<file path="src/sbb_pkg.sv">
// Shared types and constants of the sprite bounding-box scanner.
// Holds the configuration and result structs, register indexes and result kinds.
// No dependencies.
package sbb_pkg;

    localparam int MAX_DIM    = 4096;
    localparam int COORD_W    = $clog2(MAX_DIM);
    localparam int DIM_W      = COORD_W + 1;
    localparam int PIX_W      = 8;
    localparam int FLAG_W     = 6;
    localparam int KIND_W     = 2;
    localparam int CFG_ADDR_W = 3;
    localparam int CFG_DATA_W = DIM_W;

    // Register indexes of the configuration port.
    localparam logic [CFG_ADDR_W-1:0] REG_FRAME_WIDTH  = 3'd0;
    localparam logic [CFG_ADDR_W-1:0] REG_FRAME_HEIGHT = 3'd1;
    localparam logic [CFG_ADDR_W-1:0] REG_TRANSPARENT  = 3'd2;
    localparam logic [CFG_ADDR_W-1:0] REG_MARK_INDEX   = 3'd3;
    localparam logic [CFG_ADDR_W-1:0] REG_RECT_INDEX   = 3'd4;
    localparam logic [CFG_ADDR_W-1:0] REG_MODE_FLAGS   = 3'd5;

    // Bit positions inside mode_flags.
    localparam int FLAG_CHECK_MARK  = 0;
    localparam int FLAG_TRACK_RECT  = 1;
    localparam int FLAG_INTERNAL    = 2;
    localparam int FLAG_CROP        = 3;
    localparam int FLAG_MARGIN      = 4;
    localparam int FLAG_TRANS_FIRST = 5;

    // Result kinds.
    localparam logic [KIND_W-1:0] KIND_PIXEL = 2'd0;
    localparam logic [KIND_W-1:0] KIND_BOX   = 2'd1;
    localparam logic [KIND_W-1:0] KIND_MARK  = 2'd2;
    localparam logic [KIND_W-1:0] KIND_RECT  = 2'd3;

    // Reset values of the configuration registers.
    localparam logic [DIM_W-1:0]  RST_FRAME_WIDTH  = 13'd1;
    localparam logic [DIM_W-1:0]  RST_FRAME_HEIGHT = 13'd1;
    localparam logic [PIX_W-1:0]  RST_TRANSPARENT  = 8'h00;
    localparam logic [PIX_W-1:0]  RST_MARK_INDEX   = 8'hFF;
    localparam logic [PIX_W-1:0]  RST_RECT_INDEX   = 8'hFE;
    localparam logic [FLAG_W-1:0] RST_MODE_FLAGS   = 6'd29;

    typedef struct packed {
        logic [DIM_W-1:0]  frame_width;
        logic [DIM_W-1:0]  frame_height;
        logic [PIX_W-1:0]  transparent_index;
        logic [PIX_W-1:0]  mark_index;
        logic [PIX_W-1:0]  rect_index;
        logic [FLAG_W-1:0] mode_flags;
    } t_cfg;

    typedef struct packed {
        logic [KIND_W-1:0]  kind;
        logic [PIX_W-1:0]   pixel_out;
        logic [COORD_W-1:0] coord_a;
        logic [COORD_W-1:0] coord_b;
        logic [COORD_W-1:0] coord_c;
        logic [COORD_W-1:0] coord_d;
        logic               found;
        logic               last;
    } t_result;

    // The three beats that follow the last pixel of a frame.
    typedef struct packed {
        t_result box;
        t_result mark;
        t_result rect;
    } t_summary;

    // Status of the output sequencer as seen by the top level.
    typedef struct packed {
        logic holding;
        logic summary_busy;
    } t_out_status;

endpackage

</file>
<file path="src/sbb_cfg.sv">
// Configuration register file of the sprite bounding-box scanner.
// Depends on sbb_pkg for the register indexes, reset values and t_cfg.
module sbb_cfg (
    input  logic                            i_clk,
    input  logic                            i_rst_n,
    input  logic                            i_cfg_we,
    input  logic [sbb_pkg::CFG_ADDR_W-1:0]  i_cfg_addr,
    input  logic [sbb_pkg::CFG_DATA_W-1:0]  i_cfg_data,
    output sbb_pkg::t_cfg                   o_cfg
);

    sbb_pkg::t_cfg r_cfg;
    sbb_pkg::t_cfg n_cfg;

    always_comb begin
        n_cfg = r_cfg;
        if (i_cfg_we) begin
            case (i_cfg_addr)
                sbb_pkg::REG_FRAME_WIDTH:  n_cfg.frame_width  = i_cfg_data;
                sbb_pkg::REG_FRAME_HEIGHT: n_cfg.frame_height = i_cfg_data;
                sbb_pkg::REG_TRANSPARENT:
                    n_cfg.transparent_index = i_cfg_data[sbb_pkg::PIX_W-1:0];
                sbb_pkg::REG_MARK_INDEX:
                    n_cfg.mark_index = i_cfg_data[sbb_pkg::PIX_W-1:0];
                sbb_pkg::REG_RECT_INDEX:
                    n_cfg.rect_index = i_cfg_data[sbb_pkg::PIX_W-1:0];
                sbb_pkg::REG_MODE_FLAGS:
                    n_cfg.mode_flags = i_cfg_data[sbb_pkg::FLAG_W-1:0];
                default: n_cfg = r_cfg;
            endcase
        end
    end

    always_ff @(posedge i_clk) begin
        if (!i_rst_n) begin
            r_cfg.frame_width       <= sbb_pkg::RST_FRAME_WIDTH;
            r_cfg.frame_height      <= sbb_pkg::RST_FRAME_HEIGHT;
            r_cfg.transparent_index <= sbb_pkg::RST_TRANSPARENT;
            r_cfg.mark_index        <= sbb_pkg::RST_MARK_INDEX;
            r_cfg.rect_index        <= sbb_pkg::RST_RECT_INDEX;
            r_cfg.mode_flags        <= sbb_pkg::RST_MODE_FLAGS;
        end else begin
            r_cfg <= n_cfg;
        end
    end

    assign o_cfg = r_cfg;

endmodule

</file>
<file path="src/sbb_scan.sv">
// Scan state and per-pixel update of the sprite bounding-box scanner.
// Depends on sbb_pkg; produces the pixel beat and, at frame end, the summary beats.
module sbb_scan (
    input  logic                        i_clk,
    input  logic                        i_rst_n,
    input  sbb_pkg::t_cfg               i_cfg,
    input  logic                        i_accept,
    input  logic [sbb_pkg::PIX_W-1:0]   i_pixel,
    output sbb_pkg::t_result            o_pix_res,
    output sbb_pkg::t_summary           o_summary,
    output logic                        o_frame_end
);

    localparam int CW = sbb_pkg::COORD_W;
    localparam int PW = sbb_pkg::PIX_W;

    // Last valid coordinate for a programmed size; zero acts as one and
    // anything above the maximum acts as the maximum.
    function automatic logic [CW-1:0] dim_last(input logic [sbb_pkg::DIM_W-1:0] v);
        logic [sbb_pkg::DIM_W-1:0] m;
        m = v - 1'b1;
        if (v == '0) begin
            return '0;
        end else if (v > sbb_pkg::DIM_W'(sbb_pkg::MAX_DIM)) begin
            return CW'(sbb_pkg::MAX_DIM - 1);
        end else begin
            return m[CW-1:0];
        end
    endfunction

    logic [CW-1:0] r_col, r_row, n_col, n_row;
    logic [PW-1:0] r_at, r_left, n_at, n_left;
    logic [CW-1:0] r_box_l, r_box_t, r_box_r, r_box_b;
    logic [CW-1:0] n_box_l, n_box_t, n_box_r, n_box_b;
    logic          r_content, n_content;
    logic [CW-1:0] r_mark_x, r_mark_y, n_mark_x, n_mark_y;
    logic          r_mark_seen, n_mark_seen;
    logic [CW-1:0] r_rect_l, r_rect_t, r_rect_r, r_rect_b;
    logic [CW-1:0] n_rect_l, n_rect_t, n_rect_r, n_rect_b;
    logic          r_rect_seen, n_rect_seen;

    // Values after this pixel, before the end-of-frame clear.
    logic [CW-1:0] u_box_l, u_box_t, u_box_r, u_box_b;
    logic          u_content;
    logic [CW-1:0] u_mark_x, u_mark_y;
    logic          u_mark_seen;
    logic [CW-1:0] u_rect_l, u_rect_t, u_rect_r, u_rect_b;
    logic          u_rect_seen;

    logic [CW-1:0] w_last, h_last;
    logic [PW-1:0] at_now, pix_out;
    logic          col_end, row_end, frame_end;
    logic [CW-1:0] s_l, s_t, s_r, s_b, s_mx, s_my;

    always_comb begin
        w_last = dim_last(i_cfg.frame_width);
        h_last = dim_last(i_cfg.frame_height);

        if (r_col == '0 && r_row == '0) begin
            at_now = i_cfg.mode_flags[sbb_pkg::FLAG_TRANS_FIRST]
                   ? i_pixel : i_cfg.transparent_index;
        end else begin
            at_now = r_at;
        end

        pix_out     = i_pixel;
        u_box_l     = r_box_l;
        u_box_t     = r_box_t;
        u_box_r     = r_box_r;
        u_box_b     = r_box_b;
        u_content   = r_content;
        u_mark_x    = r_mark_x;
        u_mark_y    = r_mark_y;
        u_mark_seen = r_mark_seen;
        u_rect_l    = r_rect_l;
        u_rect_t    = r_rect_t;
        u_rect_r    = r_rect_r;
        u_rect_b    = r_rect_b;
        u_rect_seen = r_rect_seen;

        if (i_pixel != at_now) begin
            if (i_cfg.mode_flags[sbb_pkg::FLAG_CHECK_MARK]
                && i_pixel == i_cfg.mark_index) begin
                u_mark_y = r_row;
                if (!r_mark_seen) begin
                    u_mark_x = r_col;
                end
                u_mark_seen = 1'b1;
                // Internal mode copies the rewritten left neighbor, except
                // in the first column where there is none.
                if (i_cfg.mode_flags[sbb_pkg::FLAG_INTERNAL] && r_col != '0) begin
                    pix_out = r_left;
                end else begin
                    pix_out = at_now;
                end
            end else if (i_cfg.mode_flags[sbb_pkg::FLAG_TRACK_RECT]
                         && i_pixel == i_cfg.rect_index) begin
                if (!r_rect_seen) begin
                    u_rect_l = r_col;
                    u_rect_t = r_row;
                end
                u_rect_r    = r_col;
                u_rect_b    = r_row;
                u_rect_seen = 1'b1;
            end else begin
                if (!r_content) begin
                    u_box_l   = r_col;
                    u_box_t   = r_row;
                    u_box_r   = r_col;
                    u_content = 1'b1;
                end else begin
                    if (r_col < r_box_l) u_box_l = r_col;
                    if (r_col > r_box_r) u_box_r = r_col;
                end
                u_box_b = r_row;
            end
        end

        n_at   = at_now;
        n_left = pix_out;

        // A column or row beyond the last one also ends it, which covers a
        // size that shrank in the middle of a frame.
        col_end   = r_col >= w_last;
        row_end   = r_row >= h_last;
        frame_end = col_end && row_end;
        if (col_end) begin
            n_col = '0;
            n_row = row_end ? '0 : r_row + 1'b1;
        end else begin
            n_col = r_col + 1'b1;
            n_row = r_row;
        end

        if (!i_cfg.mode_flags[sbb_pkg::FLAG_CROP] || !u_content) begin
            s_l = '0;
            s_t = '0;
            s_r = w_last;
            s_b = h_last;
        end else begin
            s_l = u_box_l;
            s_t = u_box_t;
            s_r = u_box_r;
            s_b = u_box_b;
        end
        if (u_mark_seen) begin
            s_mx = u_mark_x;
            s_my = u_mark_y;
        end else begin
            s_mx = s_l;
            s_my = s_b;
            if (i_cfg.mode_flags[sbb_pkg::FLAG_MARGIN]) begin
                if (s_r < w_last) s_r = s_r + 1'b1;
                if (s_t != '0)    s_t = s_t - 1'b1;
            end
        end

        n_box_l     = u_box_l;
        n_box_t     = u_box_t;
        n_box_r     = u_box_r;
        n_box_b     = u_box_b;
        n_content   = u_content;
        n_mark_x    = u_mark_x;
        n_mark_y    = u_mark_y;
        n_mark_seen = u_mark_seen;
        n_rect_l    = u_rect_l;
        n_rect_t    = u_rect_t;
        n_rect_r    = u_rect_r;
        n_rect_b    = u_rect_b;
        n_rect_seen = u_rect_seen;
        if (frame_end) begin
            n_box_l     = '0;
            n_box_t     = '0;
            n_box_r     = '0;
            n_box_b     = '0;
            n_content   = 1'b0;
            n_mark_x    = '0;
            n_mark_y    = '0;
            n_mark_seen = 1'b0;
            n_rect_l    = '0;
            n_rect_t    = '0;
            n_rect_r    = '0;
            n_rect_b    = '0;
            n_rect_seen = 1'b0;
        end
    end

    always_ff @(posedge i_clk) begin
        if (!i_rst_n) begin
            r_col       <= '0;
            r_row       <= '0;
            r_at        <= '0;
            r_left      <= '0;
            r_box_l     <= '0;
            r_box_t     <= '0;
            r_box_r     <= '0;
            r_box_b     <= '0;
            r_content   <= 1'b0;
            r_mark_x    <= '0;
            r_mark_y    <= '0;
            r_mark_seen <= 1'b0;
            r_rect_l    <= '0;
            r_rect_t    <= '0;
            r_rect_r    <= '0;
            r_rect_b    <= '0;
            r_rect_seen <= 1'b0;
        end else if (i_accept) begin
            r_col       <= n_col;
            r_row       <= n_row;
            r_at        <= n_at;
            r_left      <= n_left;
            r_box_l     <= n_box_l;
            r_box_t     <= n_box_t;
            r_box_r     <= n_box_r;
            r_box_b     <= n_box_b;
            r_content   <= n_content;
            r_mark_x    <= n_mark_x;
            r_mark_y    <= n_mark_y;
            r_mark_seen <= n_mark_seen;
            r_rect_l    <= n_rect_l;
            r_rect_t    <= n_rect_t;
            r_rect_r    <= n_rect_r;
            r_rect_b    <= n_rect_b;
            r_rect_seen <= n_rect_seen;
        end
    end

    always_comb begin
        o_pix_res           = '0;
        o_pix_res.kind      = sbb_pkg::KIND_PIXEL;
        o_pix_res.pixel_out = pix_out;
        o_pix_res.last      = !frame_end;

        o_summary = '0;
        o_summary.box.kind    = sbb_pkg::KIND_BOX;
        o_summary.box.coord_a = s_l;
        o_summary.box.coord_b = s_t;
        o_summary.box.coord_c = s_r;
        o_summary.box.coord_d = s_b;
        o_summary.box.found   = u_mark_seen;

        o_summary.mark.kind    = sbb_pkg::KIND_MARK;
        o_summary.mark.coord_a = s_mx;
        o_summary.mark.coord_b = s_my;
        o_summary.mark.found   = u_mark_seen;

        o_summary.rect.kind = sbb_pkg::KIND_RECT;
        o_summary.rect.last = 1'b1;
        if (u_rect_seen) begin
            o_summary.rect.coord_a = u_rect_l;
            o_summary.rect.coord_b = u_rect_t;
            o_summary.rect.coord_c = u_rect_r;
            o_summary.rect.coord_d = u_rect_b;
            o_summary.rect.found   = 1'b1;
        end
    end

    assign o_frame_end = frame_end;

endmodule

</file>
<file path="src/sbb_out.sv">
// Output register and summary sequencer of the sprite bounding-box scanner.
// Depends on sbb_pkg; holds one result beat and queues the three summary beats.
module sbb_out (
    input  logic                 i_clk,
    input  logic                 i_rst_n,
    input  logic                 i_accept,
    input  sbb_pkg::t_result     i_pix_res,
    input  sbb_pkg::t_summary    i_summary,
    input  logic                 i_frame_end,
    input  logic                 i_stall,
    output logic                 o_valid,
    output sbb_pkg::t_result     o_res,
    output sbb_pkg::t_out_status o_status
);

    logic              r_valid, n_valid;
    logic [1:0]        r_cnt, n_cnt;
    sbb_pkg::t_result  r_res, n_res;
    sbb_pkg::t_result  r_q0, r_q1, r_q2, n_q0, n_q1, n_q2;
    logic              take;

    assign take = r_valid && !i_stall;

    always_comb begin
        n_valid = r_valid;
        n_cnt   = r_cnt;
        n_res   = r_res;
        n_q0    = r_q0;
        n_q1    = r_q1;
        n_q2    = r_q2;
        if (i_accept) begin
            n_valid = 1'b1;
            n_res   = i_pix_res;
            if (i_frame_end) begin
                n_q0  = i_summary.box;
                n_q1  = i_summary.mark;
                n_q2  = i_summary.rect;
                n_cnt = 2'd3;
            end
        end else if (take) begin
            if (r_cnt != 2'd0) begin
                n_res = r_q0;
                n_q0  = r_q1;
                n_q1  = r_q2;
                n_cnt = r_cnt - 1'b1;
            end else begin
                n_valid = 1'b0;
            end
        end
    end

    always_ff @(posedge i_clk) begin
        if (!i_rst_n) begin
            r_valid <= 1'b0;
            r_cnt   <= 2'd0;
        end else begin
            r_valid <= n_valid;
            r_cnt   <= n_cnt;
        end
    end

    always_ff @(posedge i_clk) begin
        r_res <= n_res;
        r_q0  <= n_q0;
        r_q1  <= n_q1;
        r_q2  <= n_q2;
    end

    assign o_valid               = r_valid;
    assign o_res                 = r_res;
    assign o_status.holding      = r_valid && i_stall;
    assign o_status.summary_busy = r_cnt != 2'd0;

endmodule

</file>
<file path="src/sprite_bounding_box_scanner.sv">
// Top level of the sprite bounding-box scanner.
// Depends on sbb_pkg, sbb_cfg, sbb_scan and sbb_out.
//
// Usage:
// Pixels of a frame arrive in scan order on i_pixel_in with i_valid and
// o_stall; a beat is taken at a clock edge where i_valid is high and o_stall
// is low. Results leave on o_kind .. o_last with o_valid and i_stall.
// Every pixel gives one pixel beat in the cycle after it is taken. The last
// pixel of a frame gives four beats: the pixel, then the crop box, the mark
// point and the rectangle, the last of them with o_last set.
// Throughput is one pixel per cycle while the receiver does not stall; the
// input also pauses while the summary beats drain from the output sequencer,
// when o_stall stays high.
// When the receiver stalls, the output register holds its beat and o_stall
// rises in the same cycle, so no beat is lost or repeated.
// The configuration port writes register i_cfg_addr from i_cfg_data at any
// edge with i_cfg_we high; write it only while the block is idle.
// Synchronous active-low reset clears the scan state and the output, and
// restores the configuration registers to their defaults.
module sprite_bounding_box_scanner (
    input  logic                              i_clk,
    input  logic                              i_rst_n,
    input  logic                              i_cfg_we,
    input  logic [sbb_pkg::CFG_ADDR_W-1:0]    i_cfg_addr,
    input  logic [sbb_pkg::CFG_DATA_W-1:0]    i_cfg_data,
    input  logic                              i_valid,
    output logic                              o_stall,
    input  logic [sbb_pkg::PIX_W-1:0]         i_pixel_in,
    output logic                              o_valid,
    input  logic                              i_stall,
    output logic [sbb_pkg::KIND_W-1:0]        o_kind,
    output logic [sbb_pkg::PIX_W-1:0]         o_pixel_out,
    output logic [sbb_pkg::COORD_W-1:0]       o_coord_a,
    output logic [sbb_pkg::COORD_W-1:0]       o_coord_b,
    output logic [sbb_pkg::COORD_W-1:0]       o_coord_c,
    output logic [sbb_pkg::COORD_W-1:0]       o_coord_d,
    output logic                              o_found,
    output logic                              o_last
);

    sbb_pkg::t_cfg        cfg;
    sbb_pkg::t_result     pix_res;
    sbb_pkg::t_summary    summary;
    sbb_pkg::t_result     res;
    sbb_pkg::t_out_status out_status;
    logic                 frame_end;
    logic                 in_accept;

    assign o_stall   = out_status.holding || out_status.summary_busy;
    assign in_accept = i_valid && !o_stall;

    sbb_cfg u_cfg (
        .i_clk      (i_clk),
        .i_rst_n    (i_rst_n),
        .i_cfg_we   (i_cfg_we),
        .i_cfg_addr (i_cfg_addr),
        .i_cfg_data (i_cfg_data),
        .o_cfg      (cfg)
    );

    sbb_scan u_scan (
        .i_clk       (i_clk),
        .i_rst_n     (i_rst_n),
        .i_cfg       (cfg),
        .i_accept    (in_accept),
        .i_pixel     (i_pixel_in),
        .o_pix_res   (pix_res),
        .o_summary   (summary),
        .o_frame_end (frame_end)
    );

    sbb_out u_out (
        .i_clk       (i_clk),
        .i_rst_n     (i_rst_n),
        .i_accept    (in_accept),
        .i_pix_res   (pix_res),
        .i_summary   (summary),
        .i_frame_end (frame_end),
        .i_stall     (i_stall),
        .o_valid     (o_valid),
        .o_res       (res),
        .o_status    (out_status)
    );

    assign o_kind      = res.kind;
    assign o_pixel_out = res.pixel_out;
    assign o_coord_a   = res.coord_a;
    assign o_coord_b   = res.coord_b;
    assign o_coord_c   = res.coord_c;
    assign o_coord_d   = res.coord_d;
    assign o_found     = res.found;
    assign o_last      = res.last;

`ifndef SYNTHESIS
    // Box and mark beats are always followed by more summary beats.
    a_summary_blocks_input: assert property (@(posedge i_clk) disable iff (!i_rst_n)
        o_valid && (o_kind == sbb_pkg::KIND_BOX || o_kind == sbb_pkg::KIND_MARK)
        |-> o_stall && !o_last)
        else $error("summary beat shown while input not stalled or marked last");

    a_rect_is_last: assert property (@(posedge i_clk) disable iff (!i_rst_n)
        o_valid && o_kind == sbb_pkg::KIND_RECT |-> o_last)
        else $error("rectangle beat without last");

    a_summary_no_pixel: assert property (@(posedge i_clk) disable iff (!i_rst_n)
        o_valid && o_kind != sbb_pkg::KIND_PIXEL |-> o_pixel_out == '0)
        else $error("summary beat carries pixel data");

    // A pixel beat that closes a frame is followed by the box beat.
    a_box_follows: assert property (@(posedge i_clk) disable iff (!i_rst_n)
        o_valid && !i_stall && o_kind == sbb_pkg::KIND_PIXEL && !o_last
        |=> o_valid && o_kind == sbb_pkg::KIND_BOX)
        else $error("frame end pixel not followed by crop box");
`endif

endmodule

</file>
<file path="config.mk">
export PLATFORM = sky130hd
export DESIGN_NAME = sprite_bounding_box_scanner
export DESIGN_NICKNAME = d
export VERILOG_FILES = /design/src/sbb_pkg.sv /design/src/sbb_cfg.sv /design/src/sbb_scan.sv /design/src/sbb_out.sv /design/src/sprite_bounding_box_scanner.sv
export SDC_FILE = /design/constraint.sdc
export NUM_CORES = 1
export LEC_CHECK = 0
export BUFFER_PORTS_ARGS = -buffer_cell sky130_fd_sc_hd__buf_2
export CAP_MARGIN = 10
export CELL_PAD_IN_SITES_DETAIL_PLACEMENT = 0
export CELL_PAD_IN_SITES_GLOBAL_PLACEMENT = 1
export CORE_MARGIN = 2
export CORE_UTILIZATION = 40
export DETAILED_ROUTE_END_ITERATION = 8
export GPL_ROUTABILITY_DRIVEN = 0
export HOLD_SLACK_MARGIN = 0.12
export PLACE_DENSITY = 0.77
export SETUP_SLACK_MARGIN = 0.5
export SYNTH_ARGS = -nofsm -noshare
export SYNTH_HDL_FRONTEND = slang
export SYNTH_SLANG_ARGS = --single-unit
export TNS_END_PERCENT = 50
</file>
<file path="constraint.sdc">
create_clock -name i_clk -period 10.93 [get_ports i_clk]
set_input_delay 1.093 -clock i_clk [delete_from_list [all_inputs] [get_ports i_clk]]
set_output_delay 1.093 -clock i_clk [all_outputs]
set_load 0.02 [all_outputs]
</file>
After elaboration in Yosys (flattened, before gate mapping)

Cells that the tools add are included.

Flip-flop bits (word level): 451
Input bits: 29
Output and inout bits: 62
Word-level logic and storage cells: 214

$add $sub $neg: 7
Magnitude comparators: 7
Eq/ne operators: 10
Mux-type cells: 99
Reductions and logical operators: 37

Operator list:

| kind                                                                   | number |
|---|---|
| 12-bit two-way mux                                                     | 64 |
| 60-bit two-way mux                                                     | 8 |
| 58-bit two-way mux                                                     | 3 |
| 8-bit two-way mux                                                      | 5 |
| 12-bit by 1-bit adder with 12-bit output (second input constant)       | 3 |
| 12-bit by 1-bit subtractor with 12-bit output (second input constant)  | 3 |
| 13-bit > comparator (second input constant)                            | 2 |
| 13-bit zero test                                                       | 2 |
| 12-bit greater-or-equal comparator                                     | 2 |
| 12-bit zero test                                                       | 2 |
| 12-bit less-than comparator                                            | 2 |
| 12-bit nonzero test                                                    | 2 |
| 2-bit AND reduction                                                    | 11 |
| 8-bit equality test                                                    | 2 |
| 1-bit two-way mux                                                      | 15 |
| 12-bit > comparator                                                    | 1 |
| 1-bit logical AND                                                      | 8 |
| 2-bit two-way mux                                                      | 4 |
| 8-bit != test                                                          | 1 |
| 3-bit by 2-bit equality test with 1-bit output (second input constant) | 2 |
| 3-bit equality test (second input constant)                            | 2 |
| 2-bit nonzero test                                                     | 3 |
| 1-bit zero test                                                        | 5 |
| 2-bit by 1-bit != test with 1-bit output (second input constant)       | 2 |
| other kinds (5)                                                        | 6 |

Logic depth before layout (Yosys ltp)

Gate-level depths: netlist (run 1).

Word-level depth: 14
Depth in mapped cells: 25
Mapped depth without buffers: 22

Modules after synthesis

A second synthesis (run 1) with hierarchy kept.

Cell total of the unflattened synthesis: 2212
Area total of the unflattened synthesis: 23860.4 um2

By module, submodules not included:

| module                      | times used | cells an instance | area an instance (um2) |
|---|---|---|---|
| sbb_scan                    | 1          | 1539              | 12142.9 |
| sbb_out                     | 1          | 461               | 9509.1 |
| sbb_cfg                     | 1          | 210               | 2194.6 |
| sprite_bounding_box_scanner | 1          | 2                 | 13.8 |

Worst setup path after synthesis (run 1)

OpenSTA, ideal clock, no wires.

Kind: register -> register
Start: register u_cfg.r_cfg (netlist bit u_cfg.o_cfg[30])
End: register u_out.r_q0[0] (netlist bit) (enable)
Arrival time: 10323 ps
Setup slack: -100 ps
Stages on the path, launching flop included: 20
Clock period less this slack: 11030 ps
Cells stage by stage: dfxtp_1 > inv_1 > ha_1 > nor3b_1 > nand2_1 > or3_1 > clkbuf_1 > a21oi_1 > a21oi_1 > ha_1 > nand2b_1 > a21o_1 > a21o_1 > a21oi_1 > o21ai_0 > a21o_1 > a211oi_1 > o21ai_1 > nand2_1 > o21ai_0

Longest elaborated chain between the ends: 7
Elaborated cells on any way between the ends: 9

RTL lines:

| element                                                                              | line                           | text |
|---|---|---|
| start, declared                                                                      | sbb_cfg.sv:12                  | `sbb_pkg::t_cfg r_cfg;` |
| start signal, assigned                                                               | sbb_cfg.sv:43                  | `r_cfg <= n_cfg;` |
| 12-bit by 1-bit subtractor with 12-bit output or 13-bit > comparator (tied branches) | sbb_scan.sv:21, sbb_scan.sv:24 |  |
| 12-bit two-way mux                                                                   | sbb_scan.sv:24                 | `end else if (v > sbb_pkg::DIM_W'(sbb_pkg::MAX_DIM)) begin` |
| 12-bit two-way mux *                                                                 | sbb_scan.sv:22                 | `if (v == '0) begin` |
| 12-bit greater-or-equal comparator *                                                 | sbb_scan.sv:125                | `row_end = r_row >= h_last;` |
| 1-bit logical AND *                                                                  | sbb_scan.sv:126                | `frame_end = col_end && row_end;` |
| 2-bit by 1-bit != test with 1-bit output (no line) *                                 | --                             |  |
| 3-bit AND reduction (no line) *                                                      | --                             |  |
| end signal, assigned                                                                 | sbb_out.sv:64                  | `r_q0 <= n_q0;` |
| end, declared                                                                        | sbb_out.sv:19                  | `sbb_pkg::t_result r_q0, r_q1, r_q2, n_q0, n_q1, n_q2;` |

Mark *: on every way between the ends. The rest lies on a longest branch, timed or not.
A chain may end at the register's enable or synchronous reset.

==> results of run 1 <==
[synthesized netlist by cell type (3+ instances only)]
cell	number
clkbuf_1	150
a211oi_1	16
mux2i_1	56
a21o_1	14
a2111oi_0	3
xor2_1	45
nor2_1	120
edfxtp_1	160
o211ai_1	23
inv_1	49
or4_1	4
a21boi_0	3
nor4_1	12
xnor2_1	34
nor2b_1	4
ha_1	67
buf_1	17
nand3_1	135
dfxtp_1	273
nand2_1	492
nand4_1	17
o21ai_0	145
a31oi_1	9
o41ai_1	3
or3_1	13
o31ai_1	5
and3_1	9
a32o_1	12
nor3_1	28
nand2b_1	19
nor3b_1	7
a22o_1	81
o21a_1	6
and2_1	31
a211o_1	4
a221o_1	6
mux2_2	21
a21oi_1	153
[area by class of cell]
| cell class | instances | share of cell area [%] |
|---|---|---|
| inverters | 50 | 0.830 |
| repair buffers | 125 | 3.07 |
| clock buffers | 62 | 5.57 |
| well taps | 680 | 3.66 |
| diodes | 1 | 0.0108 |
| multi-input cells | 1635 | 41.8 |
| flip-flops and latches | 433 | 44.2 |
| clock inverters | 22 | 0.819 |
[metrics by stage]
stage          instance area, sq um  power (mW)  instances
3_3_place_gp                  21700        2.47       2923
5_1_grt                       23200        4.16       3007
4_1_cts                       23200        4.03       3007
3_5_place_dp                  21700        2.48       2923
2_1_floorplan                 20700        2.26       2288
6_report                      23200        4.00       3008
[state kept, by name, summed over array words and instances, names as in the netlist, 49 cells and up]
signal and flops:
u_cfg.o_cfg 56, u_out.r_q2 49, u_out.o_res 60, u_out.r_q1 50, u_out.r_q0 52
[metal layers]
metal,GRT usage (%),vias up,share of wire (%)
met1,32.0,8294,46
met5,0,-,0
met3,3.25,108,5.8
met4,7.29,0,2.8
li1,-,8050,-
met2,36.2,523,45
[logic make-up (layout without fill, tap and decap cells)]
family	after synthesis	after routing	synth area share, %
multiplexers	79	79	4.03
adder cells (fa/ha/maj)	67	67	4.04
buffers and inverters	220	259	4.06
other	0	1	0
flip-flops	433	433	49.5
XOR/XNOR	79	79	3.34
AND/OR/NAND/NOR	909	909	19.4
AO/OA/AOI/OAI	501	501	15.6
[report_power, final]
part / internal, mW / switching (mW) / total [mW]
registers: 1.78 / 0.0465 / 1.82
clock network: 0.900 / 0.654 / 1.55
logic: 0.177 / 0.445 / 0.622
[how the worst max path moves through the flow]
stage | depth (start not counted) | slack (ns) | to
2_1_floorplan | 19 | 2.67 | u_out.r_q0[0]
3_3_place_gp | 21 | 4.18 | u_out.r_q0[25]
3_5_place_dp | 21 | 3.98 | u_out.r_q0[25]
4_1_cts | 23 | 3.98 | u_out.r_q0[25]
5_1_grt | 23 | 3.46 | u_out.r_q0[25]
6_report | 23 | 3.91 | u_out.r_q0[25]
[critical path, stage by stage, from the launching register on]
cell and delay, ns:
dfxtp_1 0.49, inv_1 0.23, ha_1 0.17, nor4b_1 0.28, nand3_1 0.39, o311ai_4 0.44
o211ai_4 0.21, nor2_4 0.53, o21a_1 0.61, buf_4 0.33, nand2_1 0.07, o21ai_0 0.18
ha_1 0.33, nand4_1 0.10, nor2_1 0.07, o21ai_0 0.08, nor4bb_1 0.32, nand3b_1 0.13
a41oi_1 0.30, a31oi_4 0.10, or2_4 0.32, or4_4 0.53, or4_1 0.48, a31oi_1 0.17
==> impl_metrics.yaml, run 1 <==
outcome:
  status: "complete, no violations"
routing:
  dr_total_vias: 17000
  dr.pass1.iters: 5
  viasPerCell: 5.64
  drt-wirelength-per-cell_um: 20.4
  ant_nets: 0
  drt_wl_total_um: 61300
  drtIter0Drc: 1349
  drc: 0
min_path:
  min_to: "u_out.o_res[40]"
  holdPathStages: 2
  hold_class: "reg -> reg"
  min_from: "u_out.r_q0[40]"
synth:
  netlist_instances: 2288
  syn_nets: 2384
  yosysWarnings: 0
  synthFlopType: "dfxtp_1"
  synthDistinctLibCells: 70
  synth_area_sq_mm: 0.0207
  async_flop_share_pct: 0
  yosys_register_bits: 433
  yosys.area.top_type: "dfxtp_1"
  synthTopCellsByArea: "dfxtp_1, edfxtp_1, nand2_1"
  ys_seq_area_share_pct: 49.5
  synth_enable_flop_cells: 160
  synth_top_area_share_pct: 26.4
  postSynthAreaPerCell_sq_um: 9.06
floorplanning:
  start_util_pct: 40.4
  rows: 83
  die_w_um: 232
  die_area_sq_mm: 0.0537
  core_sq_mm: 0.0513
  die_h_um: 232
  io_pins: 91
global_routing:
  grt_pass1_vias: 16200
  track_usage_pct: 22.8
  grt_pass1_wl_um: 95600
  grt_max_degree: 80
  gr-total-overflow: 0
  grt_antenna_before_repair: 1
clock_tree:
  clkLatencyLatePin_ns: 0.58
  cts_buffers: 46
  cts-resized-gates: 0
  cts_tree: "yes"
  ctsHoldBuffers: 0
  htreeDepth: 2
  cts_setup_buffers: 0
  cts_sinks: 433
  root_buffer: "clkbuf_16"
  cts_max_path_buffers: 3
  path_clk_slew_ns: 0.06
sta:
  hold_viol_final: 0
  period_minus_slack_ns: 7.02
  grt_setup_unrepaired: "no"
  fin_skew_ns: 0.0196
  hold-worst-slack_ns: 0.424
  tightestPinTransition_ns: 1.18
  fmax_mhz: 142
  slew_viol_final: 0
  setup_ws_ns: 3.91
  setup_viol: 0
  setup_tns_ns: 0
  timing.final.crit_share_pct: 64.2
  slew-limit-headroom_pct: 20.8
setup_path:
  cp-startpoint: "u_scan.r_col[0]"
  r2r-start: "u_scan.r_col[0]"
  worstPathArrival_ns: 7.45
  cp_max_fo: 17
  r2r_setup_slack_ns: 3.91
  end_kind: "flop"
  crit_type: "reg -> reg"
  r2r_end: "u_out.r_q0[25]"
  worst-r2r-cell-count: 23
  startpoint_type: "flop"
  cp.required_ns: 11.36
place:
  hpwlAfterDp_um: 41300
  port_buffers: 90
  dp_slack_ns: 3.98
finish:
  fin_util_pct: 45.3
  final-seq-area_sq_mm: 0.0103
  fillCellCount: 4912
  multiInputGateArea_sq_mm: 0.00970
  final_cell_mix: "nand2_1, dfxtp_1, edfxtp_1"
  fin_nets: 2387
  final_common_cell: "nand2_1"
  areaGrowthSynthToFinish_pct: 12.0
  drive_above_1_share_pct: 10.5
run:
  maxCapViolations: 0
pwr:
  irDropWorstVdd_v: 0.000105
  p_leak_nw: 8.85
  power.density_mw_per_mm2: 172
(Power assumes the default switching activity.)
==> run 2: changes to the inputs <==
- ABC_AREA: default -> 1
- PLACE_DENSITY: 0.77 -> 0.8
- clock period: 10.93 -> 5.8 ns (I/O delays scaled with it)
==> run 2 against run 1 <==
Clock skew down 0.0079 ns. Critical path depth grew 5. Clock-buffer cell count increased by 6. Combinational power rose to 2.8 times the previous value. First-iteration DRC count up 21%.
==> impl_metrics.yaml, run 2 <==
setup_path:
  cp-startpoint: "u_scan.r_col[1]"
  startpoint_type: "flop"
  max_stage_delay_ns: 0.59
  critPathTopFamily: "simple AND/OR/NAND/NOR gates"
  cp.required_ns: 6.15
  slowest_stage: "dfxtp_1"
  worstPathArrival_ns: 5.26
  end_kind: "flop"
  cp_max_fo: 27
  crit_type: "reg -> reg"
  crit_buf_inv: 3
  r2r-start: "u_scan.r_col[1]"
  path_common_cell: "nand2_1"
synth:
  synthTopCellsByArea: "dfxtp_1, edfxtp_1, nand2_1"
  yosys.area.top_type: "dfxtp_1"
  synth_top_area_share_pct: 24.7
  netlist_instances: 2925
  ys_seq_area_share_pct: 46.5
  synth_area_sq_mm: 0.0221
  async_flop_share_pct: 0
  synthMuxAreaShare_pct: 1.22
  synthFlopType: "dfxtp_1"
  synthAdderAreaFrac_pct: 3.79
  yosysWarnings: 0
  synth_xor_xnor_area_share_pct: 0.872
  synth_compound_area_share_pct: 12.3
  postSynthAreaPerCell_sq_um: 7.56
  syn_nets: 3021
  yosys_register_bits: 433
  synthDistinctLibCells: 53
  ys_top_cells_by_count: "nand2_1, dfxtp_1, inv_1"
  yosysMostFrequentCell: "nand2_1"
  synth_enable_flop_cells: 160
  synth_top_family_by_area: "simple AND/OR/NAND/NOR gates"
  synth-simple-area-share_pct: 27.5
finish:
  final_common_cell: "nand2_1"
  fin_nets: 3074
  final_cell_mix: "nand2_1, dfxtp_1, inv_1"
  largest_reg_flops: 60
  final_cell_area_sq_mm: 0.0249
  antenna_cells: 0
  fillCellCount: 5481
  areaGrowthSynthToFinish_pct: 12.7
  fin_util_pct: 45.4
  drive_above_1_share_pct: 10.2
run:
  maxCapViolations: 0
floorplanning:
  die_h_um: 239
  die_w_um: 239
  core_sq_mm: 0.0549
  die_area_sq_mm: 0.0572
  rows: 86
  start_util_pct: 40.3
  io_pins: 91
global_routing:
  grt_antenna_before_repair: 1
  grt_max_degree: 103
  gr-total-overflow: 0
  grt_pass1_wl_um: 103000
  grt_pass1_vias: 18700
  track_usage_pct: 23.1
routing:
  dr_total_vias: 19600
  viasPerCell: 5.26
  drt-wirelength-per-cell_um: 17.8
  drt_wl_total_um: 66100
  drc: 0
  dr.pass1.iters: 6
  drtIter0Drc: 1637
  ant_nets: 0
clock_tree:
  clkLatencyLatePin_ns: 0.60
  root_buffer: "clkbuf_16"
  cts_sinks: 433
  cts-resized-gates: 0
  cts_setup_buffers: 0
  cts_tree: "yes"
  cts_max_path_buffers: 3
  cts_buffers: 48
  htreeDepth: 2
  ctsHoldBuffers: 0
  path_clk_slew_ns: 0.06
pwr:
  p_leak_nw: 10.9
  irDropWorstVdd_v: 0.000196
  power.density_mw_per_mm2: 337
place:
  port_buffers: 90
  place_area_sq_mm: 0.0233
  hpwlAfterDp_um: 46100
sta:
  fin_skew_ns: 0.0117
  slew-limit-headroom_pct: 27.2
  tightestPinTransition_ns: 1.09
  timing.final.crit_share_pct: 84.7
  grt_setup_unrepaired: "yes"
  period_minus_slack_ns: 4.91
  fmax_mhz: 204
  setup_viol: 0
  setup_tns_ns: 0
  slew_viol_final: 0
  hold_viol_final: 0
outcome:
  status: "complete, no violations"
min_path:
  hold_class: "in -> reg"
  min_from: "i_cfg_data[6]"
run 2: metal layers:
metal	up-vias	track usage [%]	wire length, um
met4	0	6.89	1790
met5	-	0	0
met3	102	3.36	3670
met1	9274	30.2	29200
met2	541	39.3	31500
li1	9662	-	-
run 2: stage by stage:
step | hold slack (ns) | setup slack [ns] | std cells | power, mW
after CTS | 0.305 | 0.772 | 3722 | 8.46
after global placement | 0.428 | 0.863 | 3632 | 5.39
final | 0.331 | 0.887 | 3722 | 8.41
after floorplan | 0.419 | 0.512 | 2925 | 4.82
after detailed placement | 0.426 | 0.811 | 3632 | 5.42
after global routing | 0.337 | 0.450 | 3722 | 8.80
run 2: area by class of cell:
cell class / instances / area, sq um / share of cell area [%]
flip-flops and latches: 433 / 10300 / 41.2
multi-input cells: 2054 / 10100 / 40.7
clock buffers: 68 / 1370 / 5.49
inverters: 296 / 1120 / 4.50
repair buffers: 145 / 942 / 3.78
well taps: 704 / 881 / 3.54
clock inverters: 22 / 188 / 0.753
run 2: kinds of logic (layout without fill, tap and decap cells):
kind of cell             after synthesis  after routing
AO/OA/AOI/OAI                        504            504
multiplexers                          24             24
AND/OR/NAND/NOR                     1437           1437
XOR/XNOR                              22             22
adder cells (fa/ha/maj)               67             67
flip-flops                           433            433
buffers and inverters                438            531
run 2: worst min-delay path, stage by stage:
cell     delay (ns)
buf_2          0.17
nand2_1        0.07
nand3_1        0.07
run 2: path summary, 6_finish.rpt:
kind | cells after the start | slack (ns) | endpoint
min reg2reg | 2 | 0.44 | u_out.o_res[7]
max reg2reg | 28 | 0.89 | u_out.r_q0[23]
max | 28 | 0.89 | u_out.r_q0[23]
min | 3 | 0.33 | u_cfg.o_cfg[12]
run 2: report_power, final:
part           switching [mW]  leakage (nW)  total [mW]  internal, mW
Sequential              0.128          3.66        3.63          3.50
Combinational            1.27          6.51        1.74         0.474
Clock                    1.30         0.765        3.04          1.74
Total                    2.70          10.9        8.41          5.71
